### config.mk
export PLATFORM = sky130hd
export DESIGN_NAME = pwag_map
export DESIGN_NICKNAME = d
export VERILOG_FILES = /design/src/pwag_pkg.sv /design/src/pwag_map.sv
export SDC_FILE = /design/constraint.sdc
export NUM_CORES = 2
export LEC_CHECK = 0
export ABC_AREA = 1
export BUFFER_PORTS_ARGS = -buffer_cell sky130_fd_sc_hd__buf_2
export CORE_MARGIN = 2
export CORE_UTILIZATION = 40
export CTS_BUF_LIST = sky130_fd_sc_hd__clkbuf_4 sky130_fd_sc_hd__clkbuf_8
export DETAILED_ROUTE_END_ITERATION = 8
export GPL_TIMING_DRIVEN = 0
export PLACE_DENSITY = 0.58
export SYNTH_ARGS = -nofsm -noshare
export SYNTH_HDL_FRONTEND = slang
export SYNTH_SLANG_ARGS = --single-unit
### constraint.sdc
create_clock -name aclk -period 16.4 [get_ports aclk]
set_clock_uncertainty 0.15 [all_clocks]
set_input_delay 3.28 -clock aclk [delete_from_list [all_inputs] [get_ports aclk]]
set_output_delay 3.28 -clock aclk [all_outputs]
set_load 0.01 [all_outputs]
### src/pwag_pkg.sv
package pwag_pkg;

    localparam int TABLE_SIZE = 8192;
    localparam int TABLE_AW   = $clog2(TABLE_SIZE);
    localparam int MAX_SIDE   = 4096;

    localparam int CMD_W    = 2;
    localparam int SIDE_W   = 13;
    localparam int COORD_W  = 12;
    localparam int FIELD_W  = 13;
    localparam int VALUE_W  = 18;
    localparam int INDEX_W  = 24;
    localparam int BLOOM_W  = 10;
    localparam int CFG_IDX_W = 2;

    localparam int ENTRY_W  = 17;
    localparam int GAIN_W   = 17;
    localparam int P1_W     = 18;
    localparam int P2_W     = 19;
    localparam int DIFF_W   = COORD_W + 1;

    localparam int Q_SHIFT  = 16;
    localparam int Q_HALF   = 32768;
    localparam int BLOOM_ROUND = 500;

    // floor(m / 125) == (m * GAIN_RECIP) >> GAIN_RSHIFT for m < 2**24
    localparam logic [24:0] GAIN_RECIP  = 25'd17179870;
    localparam int          GAIN_RSHIFT = 31;

    localparam int COS_MIN = -65536;
    localparam int COS_MAX = 65535;

    localparam logic [SIDE_W-1:0]  WIDTH_RESET  = 13'd640;
    localparam logic [SIDE_W-1:0]  HEIGHT_RESET = 13'd480;
    localparam logic [BLOOM_W-1:0] BLOOM_RESET  = 10'd500;

    typedef enum logic [CMD_W-1:0] {
        CMD_PIXEL      = 2'd0,
        CMD_LOAD_COS   = 2'd1,
        CMD_LOAD_DECAY = 2'd2
    } pwag_cmd_t;

    typedef enum logic [CFG_IDX_W-1:0] {
        REG_FRAME_WIDTH  = 2'd0,
        REG_FRAME_HEIGHT = 2'd1,
        REG_BLOOM_AMOUNT = 2'd2,
        REG_PHASE_INDEX  = 2'd3
    } pwag_reg_t;

    typedef struct packed {
        logic [SIDE_W-1:0]   width;
        logic [SIDE_W-1:0]   height;
        logic [COORD_W-1:0]  centre_x;
        logic [COORD_W-1:0]  centre_y;
        logic [TABLE_AW-1:0] phase;
        logic [GAIN_W-1:0]   gain;
    } pwag_cfg_t;

    typedef struct packed {
        logic signed [ENTRY_W-1:0] cosine;
        logic [ENTRY_W-1:0]        decay;
        logic [COORD_W-1:0]        x;
        logic [COORD_W-1:0]        y;
    } pwag_tap_t;

    typedef struct packed {
        logic signed [P2_W-1:0]   p;
        logic signed [DIFF_W-1:0] dx;
        logic signed [DIFF_W-1:0] dy;
        logic [COORD_W-1:0]       x;
        logic [COORD_W-1:0]       y;
    } pwag_disp_t;

endpackage

### src/pwag_map.sv
module pwag_map (
    input  logic                           aclk,
    input  logic                           aresetn,
    input  pwag_pkg::pwag_cfg_t            cfg_i,
    input  logic                           disp_valid,
    output logic                           disp_ready,
    input  pwag_pkg::pwag_disp_t           disp_i,
    output logic                           m_valid,
    input  logic                           m_ready,
    output logic [pwag_pkg::COORD_W-1:0]   m_source_x,
    output logic [pwag_pkg::COORD_W-1:0]   m_source_y,
    output logic [pwag_pkg::INDEX_W-1:0]   m_source_index
);

    logic                                en4;
    logic                                en5;
    logic                                en6;

    logic                                v4_reg;
    logic signed [31:0]                  offx_prod_reg;
    logic signed [31:0]                  offy_prod_reg;
    logic [pwag_pkg::COORD_W-1:0]        x4_reg;
    logic [pwag_pkg::COORD_W-1:0]        y4_reg;

    logic signed [16:0]                  mx_next;
    logic signed [16:0]                  my_next;
    logic [pwag_pkg::SIDE_W-1:0]         x_max;
    logic [pwag_pkg::SIDE_W-1:0]         y_max;
    logic [pwag_pkg::COORD_W-1:0]        sx_next;
    logic [pwag_pkg::COORD_W-1:0]        sy_next;

    logic                                v5_reg;
    logic [pwag_pkg::COORD_W-1:0]        sx5_reg;
    logic [pwag_pkg::COORD_W-1:0]        sy5_reg;

    logic [24:0]                         index_next;
    logic                                v6_reg;
    logic [pwag_pkg::COORD_W-1:0]        sx6_reg;
    logic [pwag_pkg::COORD_W-1:0]        sy6_reg;
    logic [pwag_pkg::INDEX_W-1:0]        index_reg;

    assign en6        = !v6_reg || m_ready;
    assign en5        = !v5_reg || en6;
    assign en4        = !v4_reg || en5;
    assign disp_ready = en4;

    always_ff @(posedge aclk) begin
        if (en4 && disp_valid) begin
            offx_prod_reg <= 32'(disp_i.dx) * 32'(disp_i.p);
            offy_prod_reg <= 32'(disp_i.dy) * 32'(disp_i.p);
            x4_reg        <= disp_i.x;
            y4_reg        <= disp_i.y;
        end
    end

    // displace, then clamp into the frame
    assign mx_next = 17'($signed({1'b0, x4_reg}))
                   + 17'($signed(offx_prod_reg[31:pwag_pkg::Q_SHIFT]));
    assign my_next = 17'($signed({1'b0, y4_reg}))
                   + 17'($signed(offy_prod_reg[31:pwag_pkg::Q_SHIFT]));
    assign x_max   = cfg_i.width - pwag_pkg::SIDE_W'(1);
    assign y_max   = cfg_i.height - pwag_pkg::SIDE_W'(1);

    always_comb begin
        if (mx_next < 0)
            sx_next = '0;
        else if (mx_next > $signed({4'b0, x_max}))
            sx_next = x_max[pwag_pkg::COORD_W-1:0];
        else
            sx_next = mx_next[pwag_pkg::COORD_W-1:0];

        if (my_next < 0)
            sy_next = '0;
        else if (my_next > $signed({4'b0, y_max}))
            sy_next = y_max[pwag_pkg::COORD_W-1:0];
        else
            sy_next = my_next[pwag_pkg::COORD_W-1:0];
    end

    always_ff @(posedge aclk) begin
        if (en5 && v4_reg) begin
            sx5_reg <= sx_next;
            sy5_reg <= sy_next;
        end
    end

    assign index_next = 25'(sy5_reg) * 25'(cfg_i.width) + 25'(sx5_reg);

    always_ff @(posedge aclk) begin
        if (en6 && v5_reg) begin
            sx6_reg   <= sx5_reg;
            sy6_reg   <= sy5_reg;
            index_reg <= index_next[pwag_pkg::INDEX_W-1:0];
        end
    end

    always_ff @(posedge aclk) begin
        if (!aresetn) begin
            v4_reg <= 1'b0;
            v5_reg <= 1'b0;
            v6_reg <= 1'b0;
        end else begin
            if (en4)
                v4_reg <= disp_valid;
            if (en5)
                v5_reg <= v4_reg;
            if (en6)
                v6_reg <= v5_reg;
        end
    end

    assign m_valid        = v6_reg;
    assign m_source_x     = sx6_reg;
    assign m_source_y     = sy6_reg;
    assign m_source_index = index_reg;

endmodule

Yosys cells after proc, flatten, opt, wreduce, memory -nomap -nowiden
Index checks and enable logic that the tools add are counted.
Storage, ports and cells
  flip-flop bits (word level): 163
  word-level logic and storage cells: 35
Cells by class
  $add $sub $neg: 5
  multiply operators: 3
  $lt $le $gt $ge: 4
  mux-type cells: 2
  reduce and logical (&&, ||, !) cells: 9
Operators by type and width (number)
  $mul 13x19->32: 2
  $add 13x16->17: 2
  $gt 17x14->1: 2
  $lt 17x1->1 const B: 2
  $sub 13x1->13 const B: 2
  $add 24x12->24: 1
  $mul 12x13->24: 1
  $mux 12: 2
  $logic_and 1x1->1: 3
  $logic_not 1->1: 3
  $logic_or 1x1->1: 3

Longest topological paths before layout
  word-level depth: 5
  gate-level depth with buffers: 28
  gate-level depth less buffers: 26

Worst setup path after synthesis
OpenSTA, ideal clock, no wires.
  path type: input-to-reg
  start point: input port disp_i[68] (netlist name)
  end point: register offy_prod_reg[31] (data pin)
  arrival: 8125 ps
  required time: 15990 ps
  slack: 7866 ps
  cell stages on the path: 24
  path through: clkbuf_1 > clkbuf_1 > nand2_1 > fa_1 > inv_1 > fa_1 > inv_1 > fa_1 > inv_1 > fa_1 > inv_1 > fa_1 > inv_1 > ha_1 > ha_1 > inv_1 > nor3_1 > inv_1 > nor2_1 > inv_1 > nor3_1 > nand2_1 > nand2_1 > xnor2_1
On the way
  longest elaborated chain between the ends: 1
RTL lines
  start: declaration: line pwag_map.sv:7  | input pwag_pkg::pwag_disp_t disp_i,
  $mul 13x19->32: line pwag_map.sv:50  | offy_prod_reg <= 32'(disp_i.dy) * 32'(disp_i.p);
  end signal: assignment: line pwag_map.sv:50
  end: declaration: line pwag_map.sv:21  | logic signed [31:0] offy_prod_reg;
Every way passes these cells.
A chain may end at the register's enable or synchronous reset.

Final worst setup path
  start point: input port disp_i[27] (netlist name)
  end point: register offy_prod_reg[30] (data pin)
Same word-level chain as after synthesis.

==> results.yml <==
place:
  io_buffers: 101
  pre_cts_ws_ns: 6.54
  dp_hpwl_mm: 66.4
  gp_congestion: 0.910
worst_hold_path:
  hold_path_class: "register to register"
global_routing:
  grt.busiest_layer: "met2"
  antenna_found_initial: 5
  grt_pass1_wl_mm: 125
  grt_remaining_overflow: 0
  grtUsageTotal: 0.207
  globalRouteMet2Util: 0.350
  grt_use_met1: 0.288
  met3_usage: 0.0215
  grt_start_max_net_pins: 38
  grt_pass1_vias: 23300
die:
  fp-row-count: 100
  pin_count: 203
  die-area_um2: 77000
  die_h_um: 278
  initial_utilization: 0.403
  die_w_um: 278
  core-area_um2: 74200
synthesis:
  synth_largest_area_cell: "fa_1"
  netlist_area_um2: 29900
  synth_nets: 4599
  syn_inst: 3602
  ys_ff_latch: 131
  synthArstFlopShare: 0
  yosysSeqAreaShare: 0.130
  synth.top_cells.by_area: "fa_1, edfxtp_1, inv_1"
  synth_top_area_frac: 0.385
  ys_warn_count: 0
  synth_edf_count: 128
  synth_ff_type: "edfxtp_1"
  synth.avg_cell_area_um2: 8.31
  yosysUniqueCellTypes: 46
cts:
  numCtsBuffers: 17
  cts_htree_levels: 4
  cts_setup_buffers: 0
  cts_buffer_depth: 2
  cts.sinks: 131
  clk_pin_slew_ns: 0.10
  cts_tree: "built"
  ctsHoldBuffers: 0
  post_cts_resized: 0
  root_buffer: "clkbuf_8"
  clock_latency_ns: 0.50
routing:
  drc: 0
  drt_iter0_markers: 1718
  routed_wl_mm: 77.1
  drt-vias-per-instance: 4.86
  num_vias: 22900
  firstDrtPassIters: 5
  wl_per_cell_um: 16.4
  ant_nets: 0
critical_path:
  critPathKind: "input pin to register"
  crit_required_ns: 16.54
  start_kind: "input pin"
  crit_arrival_ns: 9.61
  worst_setup_path_end_kind: "register"
  crit_path_max_fanout: 10
final_layout:
  drive_gt1_frac: 0.0428
  largest_reg_flops: 24
  fillers: 7642
  nets: 4721
  synthToLayoutAreaGrowth_pct: 7.37
sta:
  post-route-period-util: 0.578
  setup_viol: 0
  rsz0062_at_grt: "no"
  final_hold_viol_count: 0
  holdWs_ns: 0.355
  finalWorstPathRequiredPeriod_ns: 9.48
  max_freq_mhz: 106
  slew_headroom: 0.224
  drv_slew: 0
  tns_ns: 0
  tightest_slew_ns: 1.16
  setup_slack_ns: 6.92
run:
  cap_violations: 0
run_status:
  status: "finished clean"
path summary, 6_finish.rpt:
| path | from | end | slack, ns | depth (start not counted) |
|---|---|---|---|---|
| min | v4_reg | v5_reg | 0.36 | 2 |
| max reg2reg | sy5_reg[1] | m_source_index[17] | 10.46 | 20 |
| max | disp_i[27] | offy_prod_reg[30] | 6.92 | 20 |
| min reg2reg | v4_reg | v5_reg | 0.36 | 2 |
logic make-up after synthesis:
group | count (synthesis) | synth area share
xor+xnor | 118 | 0.0352
flops | 131 | 0.130
simple gates | 1187 | 0.157
compound gates | 230 | 0.0426
fa+ha+maj | 844 | 0.497
buf+inv | 1092 | 0.137
Yosys cell counts (all sizes together) (4+ instances only):
cell and number:
inv 953, nand2 913, fa 576, ha 268, nor2 167, a21oi 128
edfxtp 128, clkbuf 119, xor2 74, o21ai 53, nand3 46, xnor2 44
nor3 24, buf 20, nand4 18, o21bai 11, a21o 9, a31oi 9
nor4 6, o21a 6, nand3b 5, and3 4
critical path, cell delays in order:
cell	delay (ns)
clkbuf_1	0.54
clkbuf_1	0.57
nand2_1	0.15
fa_1	0.57
fa_1	0.62
fa_1	0.57
inv_1	0.05
fa_1	0.52
inv_1	0.05
fa_1	0.48
inv_1	0.04
ha_1	0.27
ha_1	0.45
nand2_1	0.14
nor2_1	0.22
inv_1	0.07
nor4_1	0.34
nand4_1	0.22
nand4_1	0.14
xor2_1	0.30
layout by cell type, fill, tap and decap left out, types with 14 or more instances in the layout:
| cell type | Yosys | final |
|---|---|---|
| nor3_1 | 22 | 22 |
| edfxtp_1 | 128 | 128 |
| xnor2_1 | 44 | 44 |
| nand3_1 | 46 | 46 |
| buf_1 | 14 | 14 |
| fa_1 | 576 | 576 |
| buf_2 | 5 | 106 |
| o21ai_0 | 52 | 52 |
| a21oi_1 | 128 | 127 |
| nand2_1 | 909 | 909 |
| clkbuf_1 | 119 | 119 |
| nor2_1 | 165 | 165 |
| clkbuf_8 | 0 | 17 |
| ha_1 | 268 | 268 |
| inv_1 | 951 | 950 |
| nand4_1 | 16 | 16 |
| xor2_1 | 73 | 73 |
layer usage:
| layer | vias up | wire [um] |
|---|---|---|
| li1 | 10800 | - |
| met1 | 11300 | 34200 |
| met2 | 673 | 36700 |
| met3 | 72 | 4910 |
| met4 | 4 | 1310 |
| met5 | - | 23 |
layout make-up:
type | instances | area, um2 | share of cell area
timing repair buffer | 103 | 546 | 0.0170
multi-input combinational | 2379 | 21900 | 0.682
clock inverter | 13 | 175 | 0.00545
buffer | 139 | 532 | 0.0166
tap | 969 | 1210 | 0.0377
antenna | 5 | 12.5 | 0.000389
inverter | 953 | 3580 | 0.111
clock buffer | 19 | 249 | 0.00775
sequential | 131 | 3900 | 0.121
metrics by stage:
stage	std cells	area [um2]	utilization
CTS	4706	32100	0.433
detailed placement	4674	31700	0.427
global placement	4672	31600	0.426
global route	4708	32100	0.433
finish	4711	32100	0.433
floorplan	3602	29900	-
Power is not shown: default switching activity piles up to over one toggle a cycle in this logic, so the estimate is an artifact.
