--- config.mk ---
export PLATFORM = sky130hd
export DESIGN_NAME = pwag_scale
export DESIGN_NICKNAME = d
export VERILOG_FILES = /design/src/pwag_pkg.sv /design/src/pwag_scale.sv
export SDC_FILE = /design/constraint.sdc
export NUM_CORES = 2
export LEC_CHECK = 0
export BUFFER_PORTS_ARGS = -buffer_cell sky130_fd_sc_hd__buf_2
export CAP_MARGIN = 20
export CELL_PAD_IN_SITES_DETAIL_PLACEMENT = 1
export CELL_PAD_IN_SITES_GLOBAL_PLACEMENT = 1
export CORE_ASPECT_RATIO = 0.9
export CORE_MARGIN = 2
export CORE_UTILIZATION = 25
export DETAILED_ROUTE_END_ITERATION = 10
export GPL_TIMING_DRIVEN = 0
export PLACE_DENSITY_LB_ADDON = 0.08
export SLEW_MARGIN = 5
export SYNTH_ARGS = -nofsm -noshare
export SYNTH_HDL_FRONTEND = slang
export SYNTH_SLANG_ARGS = --single-unit
--- constraint.sdc ---
create_clock -name aclk -period 6.71 [get_ports aclk]
set_input_delay 0.3355 -clock aclk [delete_from_list [all_inputs] [get_ports aclk]]
set_output_delay 0.3355 -clock aclk [all_outputs]
set_load 0.05 [all_outputs]
--- src/pwag_pkg.sv ---
package pwag_pkg;

    localparam int TABLE_SIZE = 8192;
    localparam int TABLE_AW   = $clog2(TABLE_SIZE);
    localparam int MAX_SIDE   = 4096;

    localparam int CMD_W    = 2;
    localparam int SIDE_W   = 13;
    localparam int COORD_W  = 12;
    localparam int FIELD_W  = 13;
    localparam int VALUE_W  = 18;
    localparam int INDEX_W  = 24;
    localparam int BLOOM_W  = 10;
    localparam int CFG_IDX_W = 2;

    localparam int ENTRY_W  = 17;
    localparam int GAIN_W   = 17;
    localparam int P1_W     = 18;
    localparam int P2_W     = 19;
    localparam int DIFF_W   = COORD_W + 1;

    localparam int Q_SHIFT  = 16;
    localparam int Q_HALF   = 32768;
    localparam int BLOOM_ROUND = 500;

    // floor(m / 125) == (m * GAIN_RECIP) >> GAIN_RSHIFT for m < 2**24
    localparam logic [24:0] GAIN_RECIP  = 25'd17179870;
    localparam int          GAIN_RSHIFT = 31;

    localparam int COS_MIN = -65536;
    localparam int COS_MAX = 65535;

    localparam logic [SIDE_W-1:0]  WIDTH_RESET  = 13'd640;
    localparam logic [SIDE_W-1:0]  HEIGHT_RESET = 13'd480;
    localparam logic [BLOOM_W-1:0] BLOOM_RESET  = 10'd500;

    typedef enum logic [CMD_W-1:0] {
        CMD_PIXEL      = 2'd0,
        CMD_LOAD_COS   = 2'd1,
        CMD_LOAD_DECAY = 2'd2
    } pwag_cmd_t;

    typedef enum logic [CFG_IDX_W-1:0] {
        REG_FRAME_WIDTH  = 2'd0,
        REG_FRAME_HEIGHT = 2'd1,
        REG_BLOOM_AMOUNT = 2'd2,
        REG_PHASE_INDEX  = 2'd3
    } pwag_reg_t;

    typedef struct packed {
        logic [SIDE_W-1:0]   width;
        logic [SIDE_W-1:0]   height;
        logic [COORD_W-1:0]  centre_x;
        logic [COORD_W-1:0]  centre_y;
        logic [TABLE_AW-1:0] phase;
        logic [GAIN_W-1:0]   gain;
    } pwag_cfg_t;

    typedef struct packed {
        logic signed [ENTRY_W-1:0] cosine;
        logic [ENTRY_W-1:0]        decay;
        logic [COORD_W-1:0]        x;
        logic [COORD_W-1:0]        y;
    } pwag_tap_t;

    typedef struct packed {
        logic signed [P2_W-1:0]   p;
        logic signed [DIFF_W-1:0] dx;
        logic signed [DIFF_W-1:0] dy;
        logic [COORD_W-1:0]       x;
        logic [COORD_W-1:0]       y;
    } pwag_disp_t;

endpackage

--- src/pwag_scale.sv ---
module pwag_scale (
    input  logic                  aclk,
    input  logic                  aresetn,
    input  pwag_pkg::pwag_cfg_t   cfg_i,
    input  logic                  tap_valid,
    output logic                  tap_ready,
    input  pwag_pkg::pwag_tap_t   tap_i,
    output logic                  disp_valid,
    input  logic                  disp_ready,
    output pwag_pkg::pwag_disp_t  disp_o
);

    logic                                  en2;
    logic                                  en3;
    logic signed [34:0]                    prod1_next;
    logic signed [35:0]                    prod2_next;
    logic signed [pwag_pkg::DIFF_W-1:0]    dx_next;
    logic signed [pwag_pkg::DIFF_W-1:0]    dy_next;

    logic                                  v2_reg;
    logic signed [pwag_pkg::P1_W-1:0]      p1_reg;
    logic [pwag_pkg::COORD_W-1:0]          x2_reg;
    logic [pwag_pkg::COORD_W-1:0]          y2_reg;

    logic                                  v3_reg;
    logic signed [pwag_pkg::P2_W-1:0]      p2_reg;
    logic signed [pwag_pkg::DIFF_W-1:0]    dx3_reg;
    logic signed [pwag_pkg::DIFF_W-1:0]    dy3_reg;
    logic [pwag_pkg::COORD_W-1:0]          x3_reg;
    logic [pwag_pkg::COORD_W-1:0]          y3_reg;

    assign en3       = !v3_reg || disp_ready;
    assign en2       = !v2_reg || en3;
    assign tap_ready = en2;

    // cosine times decay, floor of Q16
    assign prod1_next = 35'($signed(tap_i.cosine)) * 35'($signed({1'b0, tap_i.decay}));

    always_ff @(posedge aclk) begin
        if (en2 && tap_valid) begin
            p1_reg <= prod1_next[pwag_pkg::Q_SHIFT+pwag_pkg::P1_W-1:pwag_pkg::Q_SHIFT];
            x2_reg <= tap_i.x;
            y2_reg <= tap_i.y;
        end
    end

    // bloom gain with rounding, then offsets from the centre
    assign prod2_next = 36'(p1_reg) * 36'($signed({1'b0, cfg_i.gain}))
                      + 36'(pwag_pkg::Q_HALF);
    assign dx_next = pwag_pkg::DIFF_W'({1'b0, x2_reg}) - pwag_pkg::DIFF_W'({1'b0, cfg_i.centre_x});
    assign dy_next = pwag_pkg::DIFF_W'({1'b0, y2_reg}) - pwag_pkg::DIFF_W'({1'b0, cfg_i.centre_y});

    always_ff @(posedge aclk) begin
        if (en3 && v2_reg) begin
            p2_reg  <= prod2_next[pwag_pkg::Q_SHIFT+pwag_pkg::P2_W-1:pwag_pkg::Q_SHIFT];
            dx3_reg <= dx_next;
            dy3_reg <= dy_next;
            x3_reg  <= x2_reg;
            y3_reg  <= y2_reg;
        end
    end

    always_ff @(posedge aclk) begin
        if (!aresetn) begin
            v2_reg <= 1'b0;
            v3_reg <= 1'b0;
        end else begin
            if (en2)
                v2_reg <= tap_valid;
            if (en3)
                v3_reg <= v2_reg;
        end
    end

    assign disp_valid = v3_reg;
    assign disp_o.p   = p2_reg;
    assign disp_o.dx  = dx3_reg;
    assign disp_o.dy  = dy3_reg;
    assign disp_o.x   = x3_reg;
    assign disp_o.y   = y3_reg;

endmodule

Word level (Yosys, flattened, before mapping)
Cells that the tools add are included.
{"block": "word_totals", "in_bits": 142, "regBits": 113}
{"block": "classes", "multipliers": 2, "n_reduce_logical": 6, "addsub": 3}
{"cell": "adder 35 x 17 -> 35 bit (second input constant)", "count": 1}
{"cell": "multiplier 18 x 18 -> 35 bit", "count": 1}
{"cell": "multiplier 17 x 18 -> 34 bit", "count": 1}
{"cell": "subtractor 12 x 12 -> 13 bit", "count": 2}
{"cell": "logical AND 1 bit", "count": 2}
{"cell": "zero test 1 bit", "count": 2}
{"cell": "logical OR 1 bit", "count": 2}

Longest topological paths before layout
{"block": "logic_depth", "depth_word": 4, "mapped_depth": 24, "ltp_nobuf": 23}

Worst setup path after synthesis
No wires, ideal clock.
{"block": "synth_timing", "kind": "reg2reg", "start": "register p1_reg[17] (netlist name)", "end": "register p2_reg[18] (netlist name), data pin", "period_less_slack_ps": 6162, "required_ps": 6574, "stages_incl_launch_ff": 23, "arrival_ps": 6026, "setup_ps": 136, "setup_slack_ps": 548, "cell_sequence": "edfxtp_1 > clkbuf_1 > nand2_1 > fa_1 > inv_1 > fa_1 > inv_1 > fa_1 > inv_1 > fa_1 > fa_1 > inv_1 > fa_1 > inv_1 > ha_1 > a21o_1 > a21o_1 > a2111oi_0 > o41ai_1 > nor3_1 > a21oi_1 > or4_1 > nand3_1"}
{"block": "synth_between", "elab_chain_cells": 2}
{"element": "start: declaration", "line": "pwag_scale.sv:21", "source": "logic signed [pwag_pkg::P1_W-1:0] p1_reg;"}
{"element": "start signal: assignment", "line": "pwag_scale.sv:41", "source": "p1_reg <= prod1_next[pwag_pkg::Q_SHIFT+pwag_pkg::P1_W-1:pwag_pkg::Q_SHIFT];"}
{"element": "multiplier 18 x 18 -> 35 bit", "line": "pwag_scale.sv:48", "source": "assign prod2_next = 36'(p1_reg) * 36'($signed({1'b0, cfg_i.gain}))"}
{"element": "adder 35 x 17 -> 35 bit", "line": "pwag_scale.sv:49", "source": "+ 36'(pwag_pkg::Q_HALF);"}
{"element": "named net prod2_next[34]", "line": "pwag_scale.sv:16", "source": "logic signed [35:0] prod2_next;"}
{"element": "end signal: assignment", "line": "pwag_scale.sv:55", "source": "p2_reg <= prod2_next[pwag_pkg::Q_SHIFT+pwag_pkg::P2_W-1:pwag_pkg::Q_SHIFT];"}
{"element": "end: declaration", "line": "pwag_scale.sv:26", "source": "logic signed [pwag_pkg::P2_W-1:0] p2_reg;"}
The timed path passes the listed nets, and every way through them passes these cells.
A chain may end at the register's enable or synchronous reset.

Worst setup path after layout
{"block": "layout_timing", "start": "register p1_reg[15] (netlist name)", "end": "register p2_reg[13] (netlist name), data pin"}
The elaborated chain is that of the path after synthesis.

==> impl_metrics.env <==
export IMPL_cts_sinks=113
export IMPL_syn2layout_area_growth_pct=15.1
export IMPL_path_cells="buf_4 > buf_4 > and2_1 > fa_1 > inv_1 > fa_1 > fa_1 > inv_1 > fa_1 > fa_1 > inv_1 > fa_1 > inv_1 > ha_1 > nand4_1 > or2_2 > nor3_2 > buf_6 > nor2_4 > o311ai_4 > a21oi_1 > xnor2_1"
export IMPL_synth_top_area_share_pct=42.8
export IMPL_path_max_fanout=7
export IMPL_cts_root_buf="clkbuf_16"
export IMPL_io_pins=213
export IMPL_synthArstFlopShare_pct=0
export IMPL_dieArea_um2=102000
export IMPL_layout_drive_gt1_share_pct=10.9
export IMPL_grt_busiest_layer="met2"
export IMPL_worst_path_buf_inv=7
export IMPL_route_detailed_wl_per_inst_um=19.7
export IMPL_min_path_type="primary input to flip-flop"
export IMPL_insertion_delay_ps=480
export IMPL_drt_pass1_iter_count=5
export IMPL_crit_path_top_delay_cell="fa_1"
export IMPL_portBuffers=166
export IMPL_final_antenna_net_count=0
export IMPL_numCtsBuffers=17
export IMPL_worst_slack_ps=210
export IMPL_dr_total_vias=17243
export IMPL_grt_ovfl_total=0
export IMPL_die_h_um=303
export IMPL_antenna_found_initial=9
export IMPL_synth_cells=2514
export IMPL_vias_per_cell=4.28
export IMPL_startpoint_type="flip-flop"
export IMPL_fin_nets=3661
export IMPL_fmax_mhz=154
export IMPL_grt_pass1_wl_um=125000
export IMPL_cts_tree="done"
export IMPL_grt_usage_pct=16.6
export IMPL_postSynthNetCount=3431
export IMPL_initial_utilization_pct=25.2
export IMPL_cts_htree_levels=4
export IMPL_gp_congestion=0.775
export IMPL_syn_area_um2=24800
export IMPL_status="complete, no violations"
export IMPL_finalSetupViolations=0
export IMPL_min_period_over_period_pct=96.9
export IMPL_rsz0062_at_grt="yes"
export IMPL_nFillCells=11246
export IMPL_ys_ff_latch=113
export IMPL_place_detailed_hpwl_um=67300
export IMPL_max_slew_margin_pct=41.9
export IMPL_wirelength_um=79400
export IMPL_synth_edf_count=111
export IMPL_clockBufferDepth=2
export IMPL_reg2reg_slack_ps=210
export IMPL_met3_usage_pct=2.57
export IMPL_largest_reg_flops=19
export IMPL_use_met1_pct=23.4
export IMPL_worst_path_most_repeated_cell="fa_1"
export IMPL_clkTransAtPathRegs_ps=60
export IMPL_path_delay_family="adder cells"
export IMPL_grt_pass1_vias=20426
export IMPL_max_cap_violations=0
export IMPL_synth_flop_cell="edfxtp_1"
export IMPL_core_um2=98200
export IMPL_dp_slack_ps=-1170
export IMPL_worst_ep_arrival_time_ps=6710
export IMPL_slowest_delay_ps=570
export IMPL_final_common_cell="inv_1"
export IMPL_mostFrequentLayoutCells="inv_1 (645), fa_1 (528), and2_1 (304)"
export IMPL_skew_ps=20.7
export IMPL_cp_required_ps=6920
export IMPL_grt_max_degree=29
export IMPL_synth_top_cell_by_area="fa_1"
export IMPL_drt_iter0_markers=643
export IMPL_cp_end_kind="flip-flop"
export IMPL_yosys_warnings=0
export IMPL_final_max_slew_viol_count=0
export IMPL_ys_seq_area_share_pct=13.6
export IMPL_crit_type="flip-flop to flip-flop"
export IMPL_hold_viol=0
export IMPL_avgSynthCellArea_um2=9.86
export IMPL_core_rowCount=109
export IMPL_tightest_slew_ps=871
export IMPL_synth_area_leaders="fa_1 (43%), edfxtp_1 (13%), ha_1 (12%), inv_1 (9.8%), and2_1 (7.7%)"
export IMPL_die_w_um=336
export IMPL_drc=0
export IMPL_period_needed_ps=6500
export IMPL_grtUsageMet2_pct=27.0
export IMPL_ys_types=51
-- path summary, 6_finish.rpt --
| path | start | end | depth (start not counted) |
|---|---|---|---|
| max | p1_reg[15] | p2_reg[13] | 22 |
| min | tap_i[20] | x2_reg[8] | 1 |
| max reg2reg | p1_reg[15] | p2_reg[13] | 22 |
| min reg2reg | y2_reg[0] | y3_reg[0] | 0 |
-- per-layer routing --
layer | vias to the layer above | wire (um) | part of all wire, %
li1 | 7908 | - | -
met1 | 9061 | 38800 | 49
met2 | 224 | 36500 | 46
met3 | 50 | 2750 | 3.5
met4 | 0 | 1310 | 1.7
met5 | - | 0 | 0
-- kinds of logic after synthesis --
| logic type | Yosys count | share of synthesized area [%] |
|---|---|---|
| compound gates | 125 | 3.46 |
| xor+xnor | 60 | 2.12 |
| fa+ha+maj | 775 | 55.2 |
| buf+inv | 725 | 11.0 |
| flops | 113 | 13.6 |
| simple gates | 716 | 14.6 |
-- synthesized netlist by cell type, types with 5 or more instances --
library cell,n
o21ai_0,21
clkbuf_1,78
inv_1,647
nor2_1,50
a21oi_1,34
o21a_1,7
xnor2_1,40
edfxtp_1,111
nor3_1,16
o21bai_1,7
nor2b_1,13
nand4_1,7
and2_1,305
ha_1,245
nand2_1,289
a21boi_0,6
xor2_1,20
fa_1,530
nand2b_1,10
nand3_1,8
a21o_1,13
and3_1,5
-- what timing repair did --
action | in CTS | in global routing
setup buffers | 31 | 3
hold buffers | 18 | 0
endpoints found under the hold margin | 18 | 0
gates resized for setup | 43 | 75
pin swaps | 2 | 6
cloned | 0 | 0
endpoints found under the setup margin | 30 | 21
-- metrics by stage --
| step | utilization (%) | setup TNS [ps] | std cells | hold slack, ps | instance area [um^2] |
|---|---|---|---|---|---|
| after floorplan | - | 0 | 2514 | 426 | 24800 |
| after global routing | 29.0 | -50.6 | 4031 | 21.7 | 28500 |
| final | 29.0 | 0 | 4032 | 54.3 | 28500 |
| after CTS | 28.9 | -42.8 | 4030 | 1.03 | 28300 |
| after detailed placement | 27.8 | -22300 | 3963 | 441 | 27300 |
| after global placement | 27.7 | -52250 | 3956 | 434 | 27200 |
-- area by class of cell --
cell class / count / area, um^2 / share of cell area, %
antenna: 1 / 2.50 / 0.00877
buffer: 64 / 325 / 1.14
clock buffer: 17 / 425 / 1.49
clock inverter: 13 / 123 / 0.430
inverter: 647 / 2430 / 8.53
multi-input combinational: 1676 / 18800 / 66.0
sequential: 113 / 3370 / 11.8
tap: 1276 / 1600 / 5.60
timing repair buffer: 225 / 1420 / 4.96
Power is left out: the tool's default activity adds up to more than one toggle a clock period on the data nets, which glitch-free logic cannot reach.
