## config.mk

```make
export PLATFORM = sky130hd
export DESIGN_NAME = pwag_cfg
export DESIGN_NICKNAME = d
export VERILOG_FILES = /design/src/pwag_pkg.sv /design/src/pwag_cfg.sv
export SDC_FILE = /design/constraint.sdc
export NUM_CORES = 1
export LEC_CHECK = 0
export BUFFER_PORTS_ARGS = -buffer_cell sky130_fd_sc_hd__clkbuf_2
export CAP_MARGIN = 20
export CORE_MARGIN = 1
export CORE_UTILIZATION = 54
export CTS_CLUSTER_SIZE = 24
export DETAILED_ROUTE_END_ITERATION = 8
export GPL_TIMING_DRIVEN = 0
export PLACE_DENSITY_LB_ADDON = 0.08
export SYNTH_ARGS = -nofsm -noshare
export SYNTH_HDL_FRONTEND = slang
export SYNTH_SLANG_ARGS = --single-unit
```

## constraint.sdc

```tcl
create_clock -name aclk -period 5 [get_ports aclk]
set_input_delay 0 -clock aclk [delete_from_list [all_inputs] [get_ports aclk]]
set_output_delay 0 -clock aclk [all_outputs]
set_load 0.05 [all_outputs]
```

## src/pwag_pkg.sv

```systemverilog
package pwag_pkg;

    localparam int TABLE_SIZE = 8192;
    localparam int TABLE_AW   = $clog2(TABLE_SIZE);
    localparam int MAX_SIDE   = 4096;

    localparam int CMD_W    = 2;
    localparam int SIDE_W   = 13;
    localparam int COORD_W  = 12;
    localparam int FIELD_W  = 13;
    localparam int VALUE_W  = 18;
    localparam int INDEX_W  = 24;
    localparam int BLOOM_W  = 10;
    localparam int CFG_IDX_W = 2;

    localparam int ENTRY_W  = 17;
    localparam int GAIN_W   = 17;
    localparam int P1_W     = 18;
    localparam int P2_W     = 19;
    localparam int DIFF_W   = COORD_W + 1;

    localparam int Q_SHIFT  = 16;
    localparam int Q_HALF   = 32768;
    localparam int BLOOM_ROUND = 500;

    // floor(m / 125) == (m * GAIN_RECIP) >> GAIN_RSHIFT for m < 2**24
    localparam logic [24:0] GAIN_RECIP  = 25'd17179870;
    localparam int          GAIN_RSHIFT = 31;

    localparam int COS_MIN = -65536;
    localparam int COS_MAX = 65535;

    localparam logic [SIDE_W-1:0]  WIDTH_RESET  = 13'd640;
    localparam logic [SIDE_W-1:0]  HEIGHT_RESET = 13'd480;
    localparam logic [BLOOM_W-1:0] BLOOM_RESET  = 10'd500;

    typedef enum logic [CMD_W-1:0] {
        CMD_PIXEL      = 2'd0,
        CMD_LOAD_COS   = 2'd1,
        CMD_LOAD_DECAY = 2'd2
    } pwag_cmd_t;

    typedef enum logic [CFG_IDX_W-1:0] {
        REG_FRAME_WIDTH  = 2'd0,
        REG_FRAME_HEIGHT = 2'd1,
        REG_BLOOM_AMOUNT = 2'd2,
        REG_PHASE_INDEX  = 2'd3
    } pwag_reg_t;

    typedef struct packed {
        logic [SIDE_W-1:0]   width;
        logic [SIDE_W-1:0]   height;
        logic [COORD_W-1:0]  centre_x;
        logic [COORD_W-1:0]  centre_y;
        logic [TABLE_AW-1:0] phase;
        logic [GAIN_W-1:0]   gain;
    } pwag_cfg_t;

    typedef struct packed {
        logic signed [ENTRY_W-1:0] cosine;
        logic [ENTRY_W-1:0]        decay;
        logic [COORD_W-1:0]        x;
        logic [COORD_W-1:0]        y;
    } pwag_tap_t;

    typedef struct packed {
        logic signed [P2_W-1:0]   p;
        logic signed [DIFF_W-1:0] dx;
        logic signed [DIFF_W-1:0] dy;
        logic [COORD_W-1:0]       x;
        logic [COORD_W-1:0]       y;
    } pwag_disp_t;

endpackage

```

## src/pwag_cfg.sv

```systemverilog
module pwag_cfg (
    input  logic                              aclk,
    input  logic                              aresetn,
    input  logic                              cfg_valid,
    output logic                              cfg_ready,
    input  logic [pwag_pkg::CFG_IDX_W-1:0]    cfg_index,
    input  logic [pwag_pkg::SIDE_W-1:0]       cfg_data,
    output pwag_pkg::pwag_cfg_t               cfg_o
);

    logic [pwag_pkg::SIDE_W-1:0]   width_reg;
    logic [pwag_pkg::SIDE_W-1:0]   height_reg;
    logic [pwag_pkg::BLOOM_W-1:0]  bloom_reg;
    logic [pwag_pkg::TABLE_AW-1:0] phase_reg;

    logic [pwag_pkg::SIDE_W-1:0]   width_eff_reg,  width_eff_next;
    logic [pwag_pkg::SIDE_W-1:0]   height_eff_reg, height_eff_next;
    logic [pwag_pkg::COORD_W-1:0]  centre_x_reg;
    logic [pwag_pkg::COORD_W-1:0]  centre_y_reg;
    logic [25:0]                   bloom_num;
    logic [47:0]                   gain_prod_reg, gain_prod_next;
    logic [pwag_pkg::GAIN_W-1:0]   gain_reg, gain_next;

    assign cfg_ready = 1'b1;

    always_ff @(posedge aclk) begin
        if (!aresetn) begin
            width_reg  <= pwag_pkg::WIDTH_RESET;
            height_reg <= pwag_pkg::HEIGHT_RESET;
            bloom_reg  <= pwag_pkg::BLOOM_RESET;
            phase_reg  <= '0;
        end else if (cfg_valid) begin
            unique case (pwag_pkg::pwag_reg_t'(cfg_index))
                pwag_pkg::REG_FRAME_WIDTH:  width_reg  <= cfg_data;
                pwag_pkg::REG_FRAME_HEIGHT: height_reg <= cfg_data;
                pwag_pkg::REG_BLOOM_AMOUNT: bloom_reg  <= cfg_data[pwag_pkg::BLOOM_W-1:0];
                pwag_pkg::REG_PHASE_INDEX:  phase_reg  <= cfg_data[pwag_pkg::TABLE_AW-1:0];
            endcase
        end
    end

    // zero acts as one, oversize clamps to the largest side
    always_comb begin
        if (width_reg == '0)
            width_eff_next = pwag_pkg::SIDE_W'(1);
        else if (32'(width_reg) > pwag_pkg::MAX_SIDE)
            width_eff_next = pwag_pkg::SIDE_W'(pwag_pkg::MAX_SIDE);
        else
            width_eff_next = width_reg;

        if (height_reg == '0)
            height_eff_next = pwag_pkg::SIDE_W'(1);
        else if (32'(height_reg) > pwag_pkg::MAX_SIDE)
            height_eff_next = pwag_pkg::SIDE_W'(pwag_pkg::MAX_SIDE);
        else
            height_eff_next = height_reg;
    end

    // gain = 32768 + (bloom * 65536 + 500) / 1000, divide as /8 then reciprocal of 125
    assign bloom_num      = {bloom_reg, 16'b0} + 26'(pwag_pkg::BLOOM_ROUND);
    assign gain_prod_next = 48'(bloom_num[25:3]) * 48'(pwag_pkg::GAIN_RECIP);
    assign gain_next      = pwag_pkg::GAIN_W'(pwag_pkg::Q_HALF)
                          + pwag_pkg::GAIN_W'(gain_prod_reg >> pwag_pkg::GAIN_RSHIFT);

    always_ff @(posedge aclk) begin
        width_eff_reg  <= width_eff_next;
        height_eff_reg <= height_eff_next;
        centre_x_reg   <= pwag_pkg::COORD_W'(width_eff_next >> 1);
        centre_y_reg   <= pwag_pkg::COORD_W'(height_eff_next >> 1);
        gain_prod_reg  <= gain_prod_next;
        gain_reg       <= gain_next;
    end

    assign cfg_o.width    = width_eff_reg;
    assign cfg_o.height   = height_eff_reg;
    assign cfg_o.centre_x = centre_x_reg;
    assign cfg_o.centre_y = centre_y_reg;
    assign cfg_o.phase    = phase_reg;
    assign cfg_o.gain     = gain_reg;

endmodule

```

Yosys cells after proc, flatten, opt, wreduce, memory -nomap -nowiden
Cells that the tools add are included.
Widths: inputs -> output; s select.
{"block": "word_totals", "register_bits": 139, "latch_bits": 0, "ram_bits": 0, "rom_bits": 0, "inputBits": 18, "out_inout_bits": 81, "elab_cells": 31, "n_memories": 0}
{"block": "op_classes", "n_addsub": 2, "multipliers": 1, "div": 0, "n_lt_le_gt_ge": 2, "eq_ne": 3, "shifts": 0, "n_mux": 2, "n_bitwise": 0, "reduce_logical": 9}
{"operator": "$mul 23x24->47 const B", "count": 1}
{"operator": "$add 26x9->26 const B", "count": 1}
{"operator": "$gt 13x13->1 const B", "count": 2}
{"operator": "$logic_not 13->1", "count": 2}
{"operator": "$mux 13", "count": 2}
{"operator": "$add 16x17->17 const A", "count": 1}
{"operator": "$reduce_and 2->1", "count": 4}
{"operator": "$eq 2x2->1 const B", "count": 2}
{"operator": "$reduce_or 2->1", "count": 2}
{"operator": "$eq 2x1->1 const B", "count": 1}
{"operator": "$logic_not 2->1", "count": 1}

Longest topological paths before layout
{"block": "depth", "depth_word": 2, "depth_mapped": 20, "depth_no_buf": 20}

Worst setup path after synthesis
Ideal clock, no wire load.
{"block": "synth_path", "path_kind": "register to register", "startpoint": "register bloom_reg[7] in the netlist's numbering", "endpoint": "register gain_prod_reg[39]", "setup_ns": 0.131, "arrival_ns": 5.072, "required_time_ns": 4.869, "setup_slack_ns": -0.203, "path_stages_with_launch": 17, "n_path_buf": 0, "period_less_slack_ns": 5.203, "path_cell_list": "dfxtp_1 fa_1 inv_1 fa_1 fa_1 inv_1 fa_1 fa_1 ha_1 ha_1 ha_1 a21oi_1 o21ai_0 a31o_2 or2_2 o41ai_1 nor4bb_1"}
{"block": "synth_between", "elab_chain_len": 2}
{"item": "start: declaration", "line_no": "pwag_cfg.sv:13", "text": "logic [pwag_pkg::BLOOM_W-1:0] bloom_reg;"}
{"item": "start signal: assignment", "line_no": "pwag_cfg.sv:30", "text": "bloom_reg <= pwag_pkg::BLOOM_RESET;"}
{"item": "start signal: assignment", "line_no": "pwag_cfg.sv:36", "text": "pwag_pkg::REG_BLOOM_AMOUNT: bloom_reg <= cfg_data[pwag_pkg::BLOOM_W-1:0];"}
{"item": "$add 26x9->26", "line_no": "pwag_cfg.sv:60", "text": "assign bloom_num = {bloom_reg, 16'b0} + 26'(pwag_pkg::BLOOM_ROUND);"}
{"item": "$mul 23x24->47", "line_no": "pwag_cfg.sv:61", "text": "assign gain_prod_next = 48'(bloom_num[25:3]) * 48'(pwag_pkg::GAIN_RECIP);"}
{"item": "via gain_prod_next[39]", "line_no": "pwag_cfg.sv:21", "text": "logic [47:0] gain_prod_reg, gain_prod_next;"}
{"item": "end signal: assignment", "line_no": "pwag_cfg.sv:70", "text": "gain_prod_reg <= gain_prod_next;"}
{"item": "end: declaration", "line_no": "pwag_cfg.sv:21"}
The timed path passes the listed nets, and every way through them passes these cells.
A chain may end at the register's enable or synchronous reset.

Worst setup path after layout
{"block": "layout_path", "startpoint": "register bloom_reg[7] in the netlist's numbering", "endpoint": "register gain_prod_reg[46]"}
The elaborated chain is that of the path after synthesis.

==> flow_summary.ini <==
[sta]
timing.clock.skew_ns = 0.0117
rsz_0062_raised_after_global_routing = true
setup_viol = 11
report.final.slew_viol_count = 0
period_share = 1.03
tns_ns = -0.723
tightest_slew_ns = 0.703
setup_ws_ns = -0.140
fmax_mhz = 195
layout_min_cycle_time_ns = 5.14
max_slew_margin = 0.531
final_hold_viol_count = 0
hold_ws_ns = 0.0407

[setup_path]
cpMostUsedCell = sky130_fd_sc_hd__inv_2
reg2reg_slack_ns = -0.14
capturing_element_type_of_the_critical_path = register
cp_data_arrival_time_ns = 5.41
critical_path.cell_chain = fa_2 > inv_2 > fa_2 > fa_1 > inv_2 > fa_1 > inv_1 > ha_1 > ha_1 > inv_2 > ha_4 > ha_4 > nand3_4 > a2111oi_4 > buf_4 > o2111ai_4 > a21o_1 > a311o_1 > a31oi_1
critPathCapture = gain_prod_reg[46]
cp_slowest_stage_delay_ns = 0.62
cp_buf_inv_count = 5
cpLargestDelayFamily = adder cells
cp.depth = 19
reg2reg_depth = 19
critical_path.max_fanout = 6
start_kind = register
startpoint = bloom_reg[7]
rr_endpoint = gain_prod_reg[46]
critical_path.reg2reg.startpoint = bloom_reg[7]
highest_delay_cell_along_the_critical_path = sky130_fd_sc_hd__fa_2
crit_required_ns = 5.27
crit_path_class = reg -> reg

[floorplanning]
design.core.area_sq_um = 14500
top_level_ports = 99
starting_density_of_the_core = 0.554
die-width_um = 124
rows = 44
fp.dieArea_sq_um = 15400
die-height_um = 124

[synth]
register_bit_total_from_synthesis = 109
yosys.area.top_type_share = 0.271
syn-cell-area_sq_um = 8050
synthFlopType = sky130_fd_sc_hd__dfxtp_1
sequential_area_share_after_synthesis = 0.271
syn-num-nets = 1093
synth.avg_cell_area_sq_um = 9.35
synth.yosys.warnings = 0
netlist-cell-type-count = 54
synth.largest_area_cell = sky130_fd_sc_hd__dfxtp_1
post_synth_inst_count = 861
post_synthesis_async_set_or_reset_flop_share = 0
synth_area_leaders = sky130_fd_sc_hd__dfxtp_1, sky130_fd_sc_hd__ha_1, sky130_fd_sc_hd__fa_1
synth_edf_count = 0

[place]
io_buffer_count = 96
detailed_place.area_sq_um = 8850
routabilityCongestion = 0.861
place_hpwl_um = 13200
placed_cells_incl_taps = 1141

[min_path]
worstHoldPathType = in -> reg

[power]
p_clk_frac = 0.098
leakage_nw = 4.85
p_sw_mw = 3.37
power.share.combinational = 0.752
p_sw_frac = 0.468
power_report.internal_total_mw = 3.82
sequentialPowerShare = 0.149
ir_drop_v = 0.00151
power.density_nw_per_um2 = 716
total_power_mw = 7.19

[clock_tree]
clkSlewWorstSetupHoldPaths_ns = 0.08
clockBufferDepth = 2
clk-insertion-delay-late_ns = 0.35
clock_sink_count = 109
cts_max_level = 3
cts_tree = built
cts_made_buffers = 9
clk_root_buffer_cell = sky130_fd_sc_hd__clkbuf_16

[route]
num_vias = 6278
drc = 0
drt.antenna.violating_nets = 0
detail_route.first_pass.iterations = 4
detail_route.wl_per_cell_um = 14.6
routed_wl_um = 17600
drt-vias-per-instance = 5.21
drtIter0Drc = 297

[grt]
number_of_antenna_violations_at_the_first_check_in_global_routing = 0
grt-ovfl-total = 0
grt_start_max_net_pins = 22
first_pass_grt_wire_length_um = 27500
globalRouteTotalUtil = 0.233
grt_pass1_vias = 5645

[run_status]
failed_checks = setup timing
run_status = complete, but fails checks

[final_layout]
drive_gt1_frac = 0.263
finish.instance_area_sq_um = 10000
post_layout_nonfiller_instances = 1204
area_growth_syn_to_layout_pct = 24.7
insertedDiodeCount = 0
nNetsFinal = 1247

[flow_run]
drv.max_cap_violation_count = 0
[how the worst min path moves through the flow]
stage                  from        endpoint  slack [ns]  depth (start not counted)
6_report            aresetn   width_reg[10]        0.04                          2
5_1_grt             aresetn   width_reg[11]        0.06                          2
4_1_cts             aresetn   phase_reg[11]        0.04                          2
3_5_place_dp   cfg_data[10]   width_reg[10]        0.30                          3
3_3_place_gp   cfg_data[10]  height_reg[10]        0.29                          3
2_1_floorplan   cfg_data[6]    bloom_reg[6]        0.12                          2
[routing by layer]
layer | GRT usage | vias up | part of all wire
met5 | 0 | - | 0
met4 | 0.0878 | 0 | 0.030
met3 | 0.0398 | 40 | 0.054
met2 | 0.366 | 164 | 0.46
met1 | 0.320 | 2906 | 0.45
li1 | - | 3168 | -
[cell usage after synthesis (all sizes together), types with 2 or more instances]
library cell and n:
ha 167, nor4 5, a211oi 5, fa 47
a31oi 5, xnor2 9, o21bai 3, nor3b 4
or2 3, a21o 9, dfxtp 109, nand2 119
and3 3, a21oi 32, clkbuf 20, o21a 4
nor2 16, nor3 10, a31o 3, and2 3
a2111oi 2, a21boi 38, nand4 5, inv 126
xor2 4, nand3 15, o2111ai 2, o21ai 17
buf 26, a221oi 2, nor2b 23, o211ai 10
[final cells by class]
type / count / area [sq um]
multi-input cells: 580 / 5670
clock inverters: 7 / 77.6
inverters: 126 / 473
clock buffers: 9 / 225
plain buffers: 46 / 275
well taps: 184 / 230
flip-flops and latches: 109 / 2220
fillers: 1154 / 4490
repair buffers: 143 / 877
[kinds of logic (layout without fill, tap and decap cells)]
kind of cell | count (synthesis) | after routing | synth area share
AND/OR/NAND/NOR | 211 | 211 | 0.122
adder cells (fa/ha/maj) | 214 | 214 | 0.376
XOR/XNOR | 13 | 13 | 0.0141
other | 1 | 1 | 0.000466
buffers and inverters | 172 | 331 | 0.0929
AO/OA/AOI/OAI | 140 | 140 | 0.122
multiplexers | 1 | 1 | 0.00140
flip-flops | 109 | 109 | 0.271
[power groups by stage]
stage | logic (mW) | clock network [mW] | registers [mW]
floorplan | 2.79 | 0 | 1.37
global placement | 3.83 | 0 | 1.10
detailed placement | 3.88 | 0 | 1.10
CTS | 4.81 | 0.717 | 1.08
global route | 5.93 | 0.752 | 1.09
finish | 5.41 | 0.707 | 1.07
[per-stage QoR]
stage          worst slack (ns)   util
2_1_floorplan           0.00218      -
3_3_place_gp             -0.756  0.609
3_5_place_dp             -0.771  0.609
4_1_cts                  -0.143  0.674
5_1_grt                  -0.317  0.691
6_report                 -0.140  0.691
[layout by cell type, fill, tap and decap left out, types with 3 or more instances in the layout]
| cell | count |
|---|---|
| sky130_fd_sc_hd__a21boi_0 | 38 |
| sky130_fd_sc_hd__a31o_2 | 3 |
| sky130_fd_sc_hd__a21oi_1 | 24 |
| sky130_fd_sc_hd__o21a_1 | 4 |
| sky130_fd_sc_hd__fa_2 | 8 |
| sky130_fd_sc_hd__nand3_1 | 14 |
| sky130_fd_sc_hd__inv_2 | 9 |
| sky130_fd_sc_hd__dlygate4sd3_1 | 13 |
| sky130_fd_sc_hd__o211ai_1 | 10 |
| sky130_fd_sc_hd__nand4_1 | 5 |
| sky130_fd_sc_hd__nor4_1 | 5 |
| sky130_fd_sc_hd__nor2b_1 | 23 |
| sky130_fd_sc_hd__xnor2_1 | 9 |
| sky130_fd_sc_hd__fa_1 | 39 |
| sky130_fd_sc_hd__nor2_1 | 16 |
| sky130_fd_sc_hd__nand2_1 | 117 |
| sky130_fd_sc_hd__ha_4 | 24 |
| sky130_fd_sc_hd__buf_6 | 4 |
| sky130_fd_sc_hd__xor2_1 | 4 |
| sky130_fd_sc_hd__buf_4 | 56 |
| sky130_fd_sc_hd__o21ai_0 | 10 |
| sky130_fd_sc_hd__inv_1 | 117 |
| sky130_fd_sc_hd__dfxtp_1 | 100 |
| sky130_fd_sc_hd__o21bai_1 | 3 |
| sky130_fd_sc_hd__ha_1 | 140 |
| sky130_fd_sc_hd__o21ai_2 | 4 |
| sky130_fd_sc_hd__clkbuf_16 | 9 |
| sky130_fd_sc_hd__ha_2 | 3 |
| sky130_fd_sc_hd__a21o_1 | 8 |
| sky130_fd_sc_hd__clkbuf_1 | 19 |
| sky130_fd_sc_hd__a21oi_2 | 8 |
| sky130_fd_sc_hd__dfxtp_4 | 9 |
| sky130_fd_sc_hd__a31oi_1 | 4 |
| sky130_fd_sc_hd__and2_1 | 3 |
| sky130_fd_sc_hd__nor3_1 | 8 |
| sky130_fd_sc_hd__clkbuf_2 | 97 |
[worst register-to-register path, cell delays in order (launching register included)]
cell and delay [ns]:
sky130_fd_sc_hd__dfxtp_4 0.39, sky130_fd_sc_hd__fa_2 0.62, sky130_fd_sc_hd__inv_2 0.05, sky130_fd_sc_hd__fa_2 0.44, sky130_fd_sc_hd__fa_1 0.53, sky130_fd_sc_hd__inv_2 0.05
sky130_fd_sc_hd__fa_1 0.48, sky130_fd_sc_hd__inv_1 0.04, sky130_fd_sc_hd__ha_1 0.26, sky130_fd_sc_hd__ha_1 0.28, sky130_fd_sc_hd__inv_2 0.07, sky130_fd_sc_hd__ha_4 0.20
sky130_fd_sc_hd__ha_4 0.29, sky130_fd_sc_hd__nand3_4 0.09, sky130_fd_sc_hd__a2111oi_4 0.18, sky130_fd_sc_hd__buf_4 0.19, sky130_fd_sc_hd__o2111ai_4 0.15, sky130_fd_sc_hd__a21o_1 0.24
sky130_fd_sc_hd__a311o_1 0.36, sky130_fd_sc_hd__a31oi_1 0.15
[what timing repair did]
action / in CTS / in global routing
hold endpoints to repair: 38 / 0
setup endpoints to repair: 17 / 16
pin swaps: 34 / 31
buffers inserted: 28 / 6
gates resized for setup: 59 / 39
hold buffers: 13 / 0
No activity file was read; power rests on OpenSTA's default activity.
